<file path="src/rtl/core/wtsp_pkg.sv">
`default_nettype none
package wtsp_pkg;

  // Fixed-point format of coordinates, coefficients and results.
  localparam int FRAC_BITS = 16;
  localparam int CRD_W     = 32;
  localparam int SC_W      = 16;

  // Clip coordinate width: a floored product keeps 64 - FRAC_BITS bits, plus growth.
  localparam int DOT_W  = 66 - FRAC_BITS;
  localparam int PR_W   = DOT_W + SC_W;
  localparam int DEN_W  = DOT_W + 1;
  localparam int NUM_W  = PR_W + FRAC_BITS;
  // Quotient bits kept. Larger quotients saturate the pixel result anyway.
  localparam int Q_W    = FRAC_BITS + 25;
  localparam int TOP_W  = NUM_W - Q_W;
  localparam int TERM_W = Q_W + 2;
  localparam int SUM_W  = Q_W + 3;

  localparam longint W_MIN_VAL = ((longint'(1) << FRAC_BITS) + 50) / 100;
  localparam longint HALF_VAL  = longint'(1) << (FRAC_BITS - 1);

  // Configuration register indexes.
  localparam logic [2:0] REG_ROW0_XY  = 3'd0;
  localparam logic [2:0] REG_ROW0_ZW  = 3'd1;
  localparam logic [2:0] REG_ROW1_XY  = 3'd2;
  localparam logic [2:0] REG_ROW1_ZW  = 3'd3;
  localparam logic [2:0] REG_ROW3_XY  = 3'd4;
  localparam logic [2:0] REG_ROW3_ZW  = 3'd5;
  localparam logic [2:0] REG_SCR_SIZE = 3'd6;
  localparam logic [2:0] REG_WIN_ORG  = 3'd7;

  // Decoded configuration: coef[row][col], rows are clip x, y and w.
  typedef struct packed {
    logic [2:0][3:0][31:0] coef;
    logic [15:0]           width;
    logic [15:0]           height;
    logic signed [15:0]    left;
    logic signed [15:0]    top;
  } cfg_t;

  // Per-item flags that travel beside the divider data.
  typedef struct packed {
    logic vis;
    logic neg_x;
    logic neg_y;
  } side_t;

endpackage
`default_nettype wire

</file>
<file path="src/rtl/core/wtsp_cfg_regs.sv">
`default_nettype none
module wtsp_cfg_regs (
  input  wire logic          clk,
  input  wire logic          rst_n,
  input  wire logic          wr_en,
  input  wire logic [2:0]    wr_index,
  input  wire logic [63:0]   wr_data,
  output wtsp_pkg::cfg_t     cfg
);

  logic [63:0] row_r [6];
  logic [31:0] size_r;
  logic [31:0] org_r;

  // Register file with write decode.
  always_ff @(posedge clk) begin
    if (!rst_n) begin
      row_r[0] <= 64'h0001_0000_0000_0000;
      row_r[1] <= 64'd0;
      row_r[2] <= 64'h0000_0000_0001_0000;
      row_r[3] <= 64'd0;
      row_r[4] <= 64'd0;
      row_r[5] <= 64'h0000_0000_0001_0000;
      size_r   <= 32'd125830200;
      org_r    <= 32'd0;
    end else if (wr_en) begin
      unique case (wr_index)
        wtsp_pkg::REG_ROW0_XY:  row_r[0] <= wr_data;
        wtsp_pkg::REG_ROW0_ZW:  row_r[1] <= wr_data;
        wtsp_pkg::REG_ROW1_XY:  row_r[2] <= wr_data;
        wtsp_pkg::REG_ROW1_ZW:  row_r[3] <= wr_data;
        wtsp_pkg::REG_ROW3_XY:  row_r[4] <= wr_data;
        wtsp_pkg::REG_ROW3_ZW:  row_r[5] <= wr_data;
        wtsp_pkg::REG_SCR_SIZE: size_r   <= wr_data[31:0];
        wtsp_pkg::REG_WIN_ORG:  org_r    <= wr_data[31:0];
        default: ;
      endcase
    end
  end

  // Split the packed registers into coefficients and viewport fields.
  always_comb begin
    for (int r = 0; r < 3; r++) begin
      cfg.coef[r][0] = row_r[2*r][63:32];
      cfg.coef[r][1] = row_r[2*r][31:0];
      cfg.coef[r][2] = row_r[2*r+1][63:32];
      cfg.coef[r][3] = row_r[2*r+1][31:0];
    end
    cfg.width  = size_r[31:16];
    cfg.height = size_r[15:0];
    cfg.left   = $signed(org_r[31:16]);
    cfg.top    = $signed(org_r[15:0]);
  end

endmodule
`default_nettype wire

</file>
<file path="config.mk">
export PLATFORM = sky130hd
export DESIGN_NAME = wtsp_cfg_regs
export DESIGN_NICKNAME = d
export VERILOG_FILES = /design/src/rtl/core/wtsp_pkg.sv /design/src/rtl/core/wtsp_cfg_regs.sv
export SDC_FILE = /design/constraint.sdc
export NUM_CORES = 1
export LEC_CHECK = 0
export BUFFER_PORTS_ARGS = -buffer_cell sky130_fd_sc_hd__buf_2
export CAP_MARGIN = 20
export CORE_AREA = 8 8 205 207
export DETAILED_ROUTE_END_ITERATION = 12
export DIE_AREA = 0 0 213 215
export PLACE_DENSITY = 0.83
export RECOVER_POWER = 100
export SYNTH_ARGS = -nofsm -noshare
export SYNTH_HDL_FRONTEND = slang
export SYNTH_SLANG_ARGS = --single-unit
</file>
<file path="constraint.sdc">
create_clock -name clk -period 9.9 [get_ports clk]
set_input_delay 0.99 -clock clk [delete_from_list [all_inputs] [get_ports clk]]
set_output_delay 0.99 -clock clk [all_outputs]
set_load 0.05 [all_outputs]
</file>
==> impl_results.md, run 1 <==
* Crit path max fanout at 58
* Die area at 45,800 µm²
* Fin. Hold Viols at 0
* Area Growth Syn to Fin at 19.1%
* Slew headroom at -1.87
* Chip width at 213 µm
* Initial antenna violation count at 0
* Die height at 215 µm
* Gr busiest metal: met2
* Syn Area/Cell at 14.5 µm²
* PwrDens at 223 nW/µm²
* CP arrival at 6.08 ns
* RSZ-0062 raised after global routing: false
* Fmax at 166 MHz
* Hold crit path type: reg -> reg
* Clock-pin slew on the worst setup and hold paths at 0.06 ns
* Outcome: finished with violations
* Worst endpoint required time at 9.94 ns
* Drt drc at 0
* Routed wire length per instance at 24.1 µm
* Hold buffers post-CTS at 0
* Total CTS buffers at 44
* Clock skew at 0 ns
* Reg2reg setup slack at 9.14 ns
* Post-synthesis cell type count at 23
* Tmin final at 6.04 ns
* Count of pins over their slew limit at 638
* Max Cap Viol at 14
* Starting Density at 0.440
* P_leak at 0.00675 µW
* Setup_tns at 0 ns
* Nets at 1,734
* Clock buffer depth at 3
* Violated checks: max-capacitance violations, max-slew violations
* Layout cells sized above 1 at 0.0861
* GR Util met3 at 0.0585
* Number of synthesized register bits at 448
* Core area at 39,000 µm²
* Num rows at 73
* TritonCTS clock tree: yes
* Nature of the critical path startpoint: primary input
* CTS resizes at 0
* Sequential fraction of the synthesis area at 0.746
* Pre-Repair DR Iteration Count at 5
* Reg2reg start: org_r[14]
* Final WL at 53,500 µm
* Final HPWL from detailed placement at 36,500 µm
* Crit path kind: in -> reg
* Synth Warn # at 0
* Fin Hold WS at 0.458 ns
* Final period util at 0.610
* H-tree depth at 2
* Worst slew pin tran at 4.30 ns
* Max VDD drop at 0.139 mV
* I/O pin total at 518
* Total GRT Usage at 0.220
* Mapped Cells at 1,186
* RR Endpoint: org_r[14]
* Final ANT Viol Nets at 0
* Syn nets at 1,256
* Via density at 5.41
* Sink Count at 448
* Number of setup buffers added after CTS at 0
* Initial DRC count at 1,212
* Clock root cell: clkbuf_16
* Clock latency at the later pin of the worst-skew pair at 0.54 ns
* Reg2Reg Depth at 2
* Via count at 12.0k
* Setup violators final at 0
* Critical Path End Type: register
* Pin count of the biggest net entering global routing at 81
* Vias in the first global route at 11.9k
* Worst setup endpoint: row_r[3][40]
* Global-route wire length before repair at 76,400 µm
* Mapped Area at 17,200 µm²
* Crit path launch: rst_n
* GRT met1 Usage at 0.267
* Gr ovfl total at 0
* GP Congestion at 0.834
* Number of port buffers at 517
* Min-delay src: org_r[0]
* Total Power at 4570 µW
* Met2 Usage GRT at 0.369
## cells by family (layout without fill, tap and decap cells)
kind of cell / after synthesis / in the layout / share of synthesized area
muxes: 64 / 64 / 0.0373
AOI/OAI and AO/OA: 6 / 6 / 0.00175
and+or+nand+nor: 498 / 498 / 0.171
other: 0 / 1 / 0
DFF: 448 / 448 / 0.746
buffers and inverters: 170 / 679 / 0.0443
## area by class of cell
cell class,count,area (µm²)
antenna,1,2.50
clock buffer,56,1190
clock inverter,21,235
fill,3495,18500
inverter,65,244
multi-input combinational,568,3190
sequential,448,12800
tap,525,657
timing repair buffer,537,2140
## flip-flops by register name, summed over array words and instances (netlist names)
register and cells:
size_r 32, org_r 32, row_r 384
## stage by stage
stage	util	worst slack, ns	area [µm²]	std cells
CTS	0.553	6.28	21600	2218
global placement	0.516	5.80	20100	2140
detailed placement	0.517	5.68	20200	2141
floorplan	-	3.20	17200	1186
global route	0.525	3.39	20500	2220
finish	0.525	3.86	20500	2221
## routing by layer
| metal | routed length (µm) | part of all wire |
|---|---|---|
| met5 | 0 | 0 |
| met2 | 26200 | 0.49 |
| met4 | 1990 | 0.037 |
| met3 | 6110 | 0.11 |
| met1 | 19200 | 0.36 |
## synth_stat cells, drive strengths merged
library cell | n | area [µm²]
and4 | 1 | 8.76
and4b | 1 | 10.0
buf | 38 | 265
clkbuf | 67 | 251
dfxtp | 64 | 1280
edfxtp | 384 | 11500
inv | 65 | 244
mux2i | 64 | 641
nand2 | 89 | 334
nand2b | 1 | 6.26
nand3 | 1 | 5.00
nand3b | 2 | 15.0
nand4 | 1 | 6.26
nand4b | 1 | 8.76
nor2b | 16 | 100
nor3 | 381 | 2410
o21ai | 6 | 30.0
or3 | 3 | 18.8
or3b | 1 | 8.76
## worst max-delay path, cell delays in order
cell and delay (ns):
clkbuf_1 1.61, clkbuf_1 1.68, o21ai_0 0.92, clkbuf_1 0.83
## how the worst min path moves through the flow
stage / slack, ns / cells past startpoint / endpoint
after global placement: 0.44 / 2 / org_r[5]
after floorplan: 0.67 / 2 / org_r[19]
final: 0.46 / 2 / org_r[0]
after global routing: 0.47 / 2 / org_r[15]
after detailed placement: 0.44 / 2 / org_r[0]
after CTS: 0.46 / 2 / org_r[15]
## cell usage in the layout (no fill, tap or decap), drive strengths merged
| master | n |
|---|---|
| clkinv | 14 |
| nand3b | 2 |
| inv | 65 |
| nand4b | 1 |
| or3 | 3 |
| edfxtp | 384 |
| nor2b | 16 |
| buf | 76 |
| mux2i | 64 |
| bufinv | 5 |
| clkbuf | 517 |
| o21ai | 6 |
| nand2 | 89 |
| nand4 | 1 |
| nor3 | 381 |
| and4 | 1 |
| clkinvlp | 2 |
| diode | 1 |
| nand2b | 1 |
| or3b | 1 |
| nand3 | 1 |
| and4b | 1 |
| dfxtp | 64 |
## power breakdown
part	internal, µW	switching, µW
clock	977	689
sequential	2170	41.3
combinational	74.7	617
total	3220	1350
(Power assumes the default switching activity.)
==> run 2: changes to the inputs <==
Clock period 9.9 ns to 6.2 ns, I/O delays scaled along.
==> impl_results.md, run 2 (synthesis results as in run 1) <==
* Via count at 12.1k (+0.74%)
* Min-delay src: wr_data[29]
* Vias in the first global route at 11.9k (-0.0084%)
* Setup violators final at 0 (unchanged)
* Total GRT Usage at 0.220 (about the same)
* Reg2reg start: size_r[13]
* Biggest regs: row_r: 384 flops, org_r: 32 flops, size_r: 32 flops
* Sink Count at 448 (unchanged)
* Pre-CTS setup slack at 2.81 ns (-2.87 ns)
* Max VDD drop at 0.206 mV (+48%)
* Final HPWL from detailed placement at 36,300 µm (-0.47%)
* Clock buffer depth at 3 (unchanged)
* Clock root cell: clkbuf_16
* RSZ-0062 raised after global routing: false
* Critical Path End Type: register
* Fin. Hold Viols at 0 (unchanged)
* Total CTS buffers at 45 (+2.3%)
* Hold Crit Depth at 3 (+1)
* RR Endpoint: size_r[13]
* ANT cells at 0 (-1)
* Commonest non-fill, non-tap cell in the layout: clkbuf_1
* Number of port buffers at 517 (unchanged)
* Nets at 1,737 (+0.17%)
* Count of pins over their slew limit at 453 (-29%)
* Slowest-stage cell, CP: clkbuf_1
* Nature of the critical path startpoint: primary input
* Reg2reg setup slack at 5.53 ns (-3.61 ns)
* Non-Filler Cell Area, Final at 20,600 µm² (+0.65%)
* Final period util at 0.664
* Via density at 5.43 (+0.51%)
* Fmax at 243 MHz
* Crit path max fanout at 61 (+5.2%)
* Num rows at 73 (unchanged)
* Max Cap Viol at 11 (-3)
* CTS resizes at 0 (unchanged)
* Slew headroom at -1.52 (+0.346)
* Crit-path cells: clkbuf_1 > nand3b_1 > buf_4 > o21ai_0 > clkbuf_1 > buf_4
* Area Growth Syn to Fin at 19.9%
* Post-DP Area at 20,200 µm² (about the same)
* Number of setup buffers added after CTS at 0 (unchanged)
* Worst Hold Path EP: org_r[29]
* Die height at 215 µm (unchanged)
* Sequential power share at 0.479 (-0.005)
* Commonest non-fill, non-tap cells in the layout: clkbuf_1, edfxtp_1, nor3_1, nand2_1, buf_2
* GP Congestion at 0.817 (-2.0%)
* Starting Density at 0.440 (unchanged)
* Outcome: finished with violations
* Final WL at 53,700 µm (+0.39%)
* Placed instance count at 2,141 (unchanged)
* Buf+Inv Stages, Crit Path at 4 (+1)
* Violated checks: max-capacitance violations, max-slew violations
* Drt drc at 0 (unchanged)
* Max reg flops at 384 (unchanged)
* P_leak at 0.00682 µW (+0.91%)
* H-tree depth at 2 (unchanged)
* Crit path kind: in -> reg
* Gr ovfl total at 0 (unchanged)
* TritonCTS clock tree: yes
* CP arrival at 4.31 ns (-1.77 ns)
* P_sw at 2200 µW (+63%)
* Core area at 39,000 µm² (unchanged)
* Pre-Repair DR Iteration Count at 5 (unchanged)
* Critical path's top delay family: buffers and inverters
* Routed wire length per instance at 24.1 µm (+0.17%)
* Clock-pin slew on the worst setup and hold paths at 0.06 ns (about the same)
* Pint at 5160 µW (+60%)
* Worst endpoint required time at 6.39 ns (-3.55 ns)
* Die area at 45,800 µm² (unchanged)
* Hold crit path type: in -> reg
* Worst slew pin tran at 3.78 ns (-0.519 ns)
* Initial antenna violation count at 0 (unchanged)
* Non-filler instance count after layout at 2,226 (+0.23%)
* Max stage delay on crit path at 1.36 ns (-0.32 ns)
* Clock latency at the later pin of the worst-skew pair at 0.55 ns (about the same)
* Clock power share at 0.370 (+0.005)
* PwrDens at 357 nW/µm² (+60%)
* Final ANT Viol Nets at 0 (unchanged)
* Combinational share of power at 0.151 (about the same)
* Pin count of the biggest net entering global routing at 143 (+77%)
* Initial DRC count at 1,106 (-8.7%)
* Layout cells sized above 1 at 0.0958 (+0.00969)
* Fin worst setup slack at 2.08 ns (-1.78 ns)
* I/O pin total at 518 (unchanged)
* Fin Hold WS at 0.338 ns (-0.120 ns)
* Global-route wire length before repair at 76,000 µm (-0.51%)
* Tmin final at 4.12 ns
* Chip width at 213 µm (unchanged)
* Critical path depth in cells at 6 (+2)
* Switching Share at 0.299 (+0.00421)
* Setup_tns at 0 ns (unchanged)
* Hold buffers post-CTS at 0 (unchanged)
* Most flops, register: row_r
* Clock skew at 0 ns (unchanged)
* Reg2Reg Depth at 2 (unchanged)
==> run 2: area by class of cell <==
type / instances / area [µm²]
fill: 3477 / 18400
clock inverter: 26 / 248
timing repair buffer: 539 / 2200
inverter: 65 / 244
clock buffer: 55 / 1230
sequential: 448 / 12800
multi-input combinational: 568 / 3210
tap: 525 / 657
==> run 2: power groups by stage <==
stage	combinational (µW)	sequential [µW]	clock, µW
floorplan	201	4240	0
finish	1110	3530	2720
CTS	1180	3520	2750
detailed placement	1180	3580	0
global route	1140	3540	2850
global placement	1170	3570	0
==> run 2: worst register-to-register path: cells and delay by family (launching register included) <==
kind / cells / cell delay (ns)
flip-flops: 1 / 0.35
multiplexers: 1 / 0.17
AND/OR/NAND/NOR: 1 / 0.07
==> run 2: how the worst max path moves through the flow <==
| stage | startpoint | end | slack (ns) |
|---|---|---|---|
| 2_1_floorplan | wr_index[1] | row_r[4][0] | -0.13 |
| 3_3_place_gp | wr_en | row_r[0][50] | 2.86 |
| 3_5_place_dp | rst_n | row_r[0][48] | 2.81 |
| 4_1_cts | rst_n | row_r[0][48] | 3.40 |
| 5_1_grt | wr_index[0] | row_r[3][47] | 1.93 |
| 6_report | wr_index[0] | row_r[5][2] | 2.08 |
==> run 2: layer usage <==
metal  global-route usage  wire, µm  vias up
met5                    0         0        -
met1                0.268     19600     5853
met4               0.0840      2230        0
met2                0.372     26000      831
li1                     -         -     5284
met3               0.0544      5820      129
==> run 2: metrics by stage <==
| step | total power (µW) | utilization |
|---|---|---|
| 6_report | 7360 | 0.528 |
| 5_1_grt | 7540 | 0.528 |
| 4_1_cts | 7450 | 0.555 |
| 3_5_place_dp | 4760 | 0.517 |
| 3_3_place_gp | 4740 | 0.517 |
| 2_1_floorplan | 4440 | - |
